$ cat src/design/isc_pkg.sv
// Shared types and constants for the image scale/crop resampler.
// Used by isc_front, isc_queue, isc_back and the top level; no dependencies.
package isc_pkg;

    // Configuration register indexes.
    localparam logic [2:0] REG_INV_SCALE  = 3'd0;
    localparam logic [2:0] REG_CENTER_X   = 3'd1;
    localparam logic [2:0] REG_CENTER_Y   = 3'd2;
    localparam logic [2:0] REG_IN_WIDTH   = 3'd3;
    localparam logic [2:0] REG_IN_HEIGHT  = 3'd4;
    localparam logic [2:0] REG_OUT_WIDTH  = 3'd5;
    localparam logic [2:0] REG_OUT_HEIGHT = 3'd6;

    // Request kinds on the input channel.
    localparam logic KIND_STORE = 1'b0;
    localparam logic KIND_FETCH = 1'b1;

    // Reset values of the configuration registers.
    localparam logic [23:0] INV_SCALE_RST = 24'd65536;
    localparam logic [8:0]  SIZE_RST      = 9'd256;

    // Request queue between front and back.
    localparam int QDEPTH = 4;
    localparam int QAW    = 2;
    localparam int QLW    = 3;

    // One classified request: a pixel write or a resolved fetch.
    typedef struct packed {
        logic        fetch;   // 1 for a fetch, 0 for a pixel write
        logic        hit;     // write lands in the store / source lies inside
        logic [8:0]  x;
        logic [8:0]  y;
        logic [31:0] pixel;
    } isc_entry_t;

    typedef struct packed {
        logic       valid;
        isc_entry_t entry;
    } isc_req_t;

endpackage

$ cat src/design/isc_queue.sv
// Short request queue that decouples the front end from the pixel store.
// Depends on isc_pkg; sits between isc_front and isc_back.
module isc_queue import isc_pkg::*; (
    input  logic           clk,
    input  logic           rst_n,
    input  isc_req_t       push,
    input  logic           pop,
    output isc_req_t       head,
    output logic [QLW-1:0] level
);

    isc_entry_t     slot_reg [QDEPTH];
    logic [QAW-1:0] wr_ptr_reg;
    logic [QAW-1:0] rd_ptr_reg;
    logic [QLW-1:0] level_reg;
    logic [QLW-1:0] level_next;

    always_comb
    begin
        level_next = level_reg;
        if (push.valid && !pop)
        begin
            level_next = level_reg + QLW'(1);
        end
        else if (!push.valid && pop)
        begin
            level_next = level_reg - QLW'(1);
        end
    end

    always_ff @(posedge clk or negedge rst_n)
    begin
        if (!rst_n)
        begin
            wr_ptr_reg <= '0;
            rd_ptr_reg <= '0;
            level_reg  <= '0;
        end
        else
        begin
            if (push.valid)
            begin
                wr_ptr_reg <= wr_ptr_reg + QAW'(1);
            end
            if (pop)
            begin
                rd_ptr_reg <= rd_ptr_reg + QAW'(1);
            end
            level_reg <= level_next;
        end
    end

    always_ff @(posedge clk)
    begin
        if (push.valid)
        begin
            slot_reg[wr_ptr_reg] <= push.entry;
        end
    end

    assign head.valid = (level_reg != '0);
    assign head.entry = slot_reg[rd_ptr_reg];
    assign level      = level_reg;

    a_no_overflow: assert property (@(posedge clk) disable iff (!rst_n)
        push.valid |-> level_reg != QLW'(QDEPTH))
        else $error("request pushed into a full queue");

    a_no_underflow: assert property (@(posedge clk) disable iff (!rst_n)
        pop |-> level_reg != '0)
        else $error("request popped from an empty queue");

endmodule

$ cat config.mk
export PLATFORM = sky130hd
export DESIGN_NAME = isc_queue
export DESIGN_NICKNAME = d
export VERILOG_FILES = /design/src/design/isc_pkg.sv /design/src/design/isc_queue.sv
export SDC_FILE = /design/constraint.sdc
export NUM_CORES = 1
export LEC_CHECK = 0
export ABC_AREA = 1
export BUFFER_PORTS_ARGS = -buffer_cell sky130_fd_sc_hd__buf_4
export CAP_MARGIN = 20
export CORE_UTILIZATION = 45
export CTS_BUF_LIST = sky130_fd_sc_hd__clkbuf_16
export DETAILED_ROUTE_END_ITERATION = 10
export GPL_TIMING_DRIVEN = 0
export PLACE_DENSITY = 0.67
export SYNTH_ARGS = -nofsm -noshare
export SYNTH_HDL_FRONTEND = slang
export SYNTH_SLANG_ARGS = --single-unit
$ cat constraint.sdc
create_clock -name clk -period 3.1 [get_ports clk]
set_clock_uncertainty 0.1 [all_clocks]
set_input_delay 0.155 -clock clk [delete_from_list [all_inputs] [get_ports clk]]
set_output_delay 0.155 -clock clk [all_outputs]
set_load 0.05 [all_outputs]
# Word-level counts from Yosys, hierarchy flattened
# Memory sizes are Yosys's and may differ from the RTL's.
# Index checks and enable logic that the tools add are counted.
[word_totals] memories=1 ramBits=208 regBits=7 wordCells=18 output_inout_bits=56 inputBits=56
[mem_list] name="slot_reg" depth=4 word_bits=52 rd=1 rd_ports_with_merged_regs=0 write_ports=1 line_no="isc_queue.sv:12" text="isc_entry_t slot_reg [QDEPTH];"
[classes] muxes=4 add_sub_neg=4 n_reduce_logical=6
[ops] cell="two-way mux 3 bit" n=2
[ops] cell="adder 2 x 1 -> 2 bit (second input constant)" n=2
[ops] cell="adder 3 x 1 -> 3 bit (second input constant)" n=1
[ops] cell="nonzero test 3 bit" n=1
[ops] cell="subtractor 3 x 1 -> 3 bit (second input constant)" n=1
[ops] cell="logical AND 1 bit" n=2
[ops] cell="zero test 1 bit" n=2
[ops] cell="two-way mux 1 bit" n=2
[ops] cell="nonzero test 2 bit" n=1

# Depth between registers and ports, before layout
[logic_depth] ltp_word=4 ltp_mapped=9 ltp_nobuf=9

# Worst setup path after synthesis
# OpenSTA, ideal clock, no wires.
[synth_timing] path_kind="register to register" from="register wr_ptr_reg[0]" to="memory slot_reg[2][0] in the netlist's numbering (enable)" t_arrival_ns=1.691 synth_period_minus_slack_ns=2.197 path_slack_ns=0.903 path_buffers=0 stages_incl_launch_ff=5 setup_time_ns=0.406 required_ns=2.594 cell_sequence="dfrtp_1 inv_1 ha_1 nand2_1 inv_1"
[synth_lines] item="start, declared" line_no="isc_queue.sv:13" text="logic [QAW-1:0] wr_ptr_reg;"
[synth_lines] item="start signal, assigned" line_no="isc_queue.sv:43" text="wr_ptr_reg <= wr_ptr_reg + QAW'(1);"
[synth_lines] item="end, declared" line_no="isc_queue.sv:12"
# Straight into the memory's write port.

==> results.sh <==
export IMPL_timing_final_crit_share=0.679
export IMPL_fillers=1440
export IMPL_gp_congestion=0.741
export IMPL_htreeDepth=1
export IMPL_hold_viol=0
export IMPL_cts_buffers=22
export IMPL_antenna_found_initial=0
export IMPL_synth_cells=654
export IMPL_cellPowerDensity_nw_per_um2=1100
export IMPL_insertion_delay_ns=0.48
export IMPL_cts_buffer_depth=3
export IMPL_end_kind="primary output"
export IMPL_dieHeight_um=140
export IMPL_crit_arrival_ns=1.85
export IMPL_tns_ns=0
export IMPL_cts_tree="done"
export IMPL_critPathLaunchType="flip-flop"
export IMPL_dpl_cell_area_um2=9810
export IMPL_vias=5594
export IMPL_nets=911
export IMPL_cp_buffers_inverters=4
export IMPL_grt_overflow_total=0
export IMPL_cts_root_buf="clkbuf_16"
export IMPL_die_x_um=140
export IMPL_yosysTopAreaCell="edfxtp_1"
export IMPL_slew_violations=0
export IMPL_cp_slowest_cell="dfrtp_1"
export IMPL_synthTopCellsByArea="edfxtp_1 73%, o211ai_1 9.1%, nand2_1 7.4%"
export IMPL_leakage_nw=4.55
export IMPL_syn_num_nets=716
export IMPL_post_route_min_period_ns=2.10
export IMPL_gr_usage_all_layers=0.194
export IMPL_drtIter0Drc=292
export IMPL_drive_gt1_frac=0.219
export IMPL_drc_errors=0
export IMPL_status="completed"
export IMPL_viasPerCell=5.09
export IMPL_rsz0062_at_grt="false"
export IMPL_antenna_cells=0
export IMPL_critical_path_class="flip-flop to primary output"
export IMPL_ios=112
export IMPL_cp_required_ns=2.84
export IMPL_syn_to_final_growth_pct=28.8
export IMPL_path_clk_slew_ns=0.06
export IMPL_grt_pass1_wl_mm=29.4
export IMPL_port_buffers=111
export IMPL_path_max_fanout=10
export IMPL_multi_input_area_um2=1560
export IMPL_grt_max_degree=28
export IMPL_timing_hold_ws_ns=0.303
export IMPL_ys_ff_latch=215
export IMPL_wl_mm=18.8
export IMPL_num_rows=50
export IMPL_start_util=0.460
export IMPL_core_area_um2=18700
export IMPL_total_power_mw=12.2
export IMPL_worst_pin_slew_ns=0.725
export IMPL_synth_warning_count=0
export IMPL_slowest_delay_ns=0.35
export IMPL_slew_headroom=0.516
export IMPL_grt_pass1_vias=5674
export IMPL_clock_sinks=215
export IMPL_vdd_ir_drop_max_mv=0.864
export IMPL_largest_reg_flops=208
export IMPL_ant_nets=0
export IMPL_hpwlAfterDp_mm=11.4
export IMPL_design_die_area_um2=19700
export IMPL_maxCapViolCount=0
export IMPL_setup_viol=0
export IMPL_syn_avg_cell_area_um2=13.2
export IMPL_firstDrtPassIters=4
export IMPL_crit_path_cell_trace="buf_2, inv_2, buf_4, o211ai_1, nand2_1, buf_4"
export IMPL_syn_area_um2=8610
export IMPL_synth_distinct_cells=17
export IMPL_wl_per_cell_um=17.1
export IMPL_seq_area_frac_synth=0.746
export IMPL_max_freq_mhz=475
export IMPL_hp_class="primary input to flip-flop"
export IMPL_path_common_cell="buf_4"
export IMPL_seq_area_um2=6420
export IMPL_critPathTopFamily="buffers and inverters"
export IMPL_synth_top_area_frac=0.726
export IMPL_fin_area_um2=11100
logic make-up (layout without fill, tap and decap cells):
kind of cell    Yosys count  in the layout  share of synthesized area
compound gates          105            105                     0.0913
xor+xnor                  4              4                    0.00407
flops                   215            215                      0.746
buf+inv                 151            361                     0.0731
fa+ha+maj                 6              6                    0.00959
simple gates            173            173                     0.0759
layout make-up:
class / instances / share of cell area
clock buffers: 23 / 0.0519
clock inverters: 16 / 0.0120
repair buffers: 171 / 0.133
well taps: 234 / 0.0264
flip-flops and latches: 215 / 0.579
plain buffers: 35 / 0.0175
multi-input cells: 288 / 0.140
inverters: 116 / 0.0393
stage by stage:
step	instances	util	worst slack (ns)
floorplan	654	-	0.903
global placement	999	0.520	0.0254
detailed placement	1003	0.525	1.07
CTS	1098	0.592	0.958
global route	1098	0.592	0.871
finish	1098	0.592	0.996
path summary, 6_finish.rpt:
kind                       slack (ns)          start              end  depth (start not counted)
min                              0.30       push[34]  slot_reg[2][34]                          2
max in group asynchronous        2.08          rst_n    wr_ptr_reg[0]                          3
max                               1.0  rd_ptr_reg[1]         head[25]                          6
min reg2reg                      0.43  wr_ptr_reg[0]    wr_ptr_reg[0]                          1
max reg2reg                      1.12  wr_ptr_reg[1]  slot_reg[1][17]                          5
min in group asynchronous        0.55          rst_n         level[1]                          3
worst reg2reg max path, stage by stage, from the launching register on:
cell     delay (ns)
dfrtp_1        0.40
inv_1          0.11
ha_1           0.16
nand2_1        0.06
inv_2          0.54
buf_12         0.29
synthesized netlist by cell type:
master and instances:
inv_1 115, clkbuf_1 1, buf_4 8, xor2_1 3
xnor2_1 1, dfrtp_1 7, inv_2 1, nand3_1 1
o211ai_1 104, ha_1 5, nor2_1 1, edfxtp_1 208
buf_2 26, o21ai_0 1, fa_1 1, nand4_1 1
nand2_1 170
where the power goes:
part           switching (mW)  internal (mW)  total [mW]
sequential              0.149           3.81        3.96
combinational            4.05           1.60        5.65
clock                    1.04           1.51        2.55
timing repair:
action / in CTS / in global routing
hold endpoints to repair: 219 / 0
hold buffers: 56 / 0
setup buffers: 0 / 0
gates resized for setup: 0 / 0
metal layers:
| metal | GRT usage | share of wire | vias up |
|---|---|---|---|
| met3 | 0.0335 | 0.053 | 15 |
| li1 | - | - | 2657 |
| met5 | 0 | 0 | - |
| met1 | 0.245 | 0.42 | 2766 |
| met2 | 0.349 | 0.52 | 156 |
| met4 | 0.0405 | 0.0093 | 0 |
placed cells by master (no fill, tap or decap):
master	instances
buf_4	119
inv_6	1
edfxtp_1	208
xnor2_1	1
nand3_1	1
clkbuf_1	1
clkinv_2	8
fa_1	1
clkbuf_16	23
bufinv_16	2
nand4_1	1
clkinv_4	1
inv_2	5
nand2_1	170
ha_1	5
buf_2	26
clkinv_1	3
xor2_1	3
dfrtp_1	7
o211ai_1	104
dlygate4sd3_1	56
o21ai_0	1
buf_12	4
nor2_1	1
inv_1	112
No activity file was read; power rests on OpenSTA's default activity.
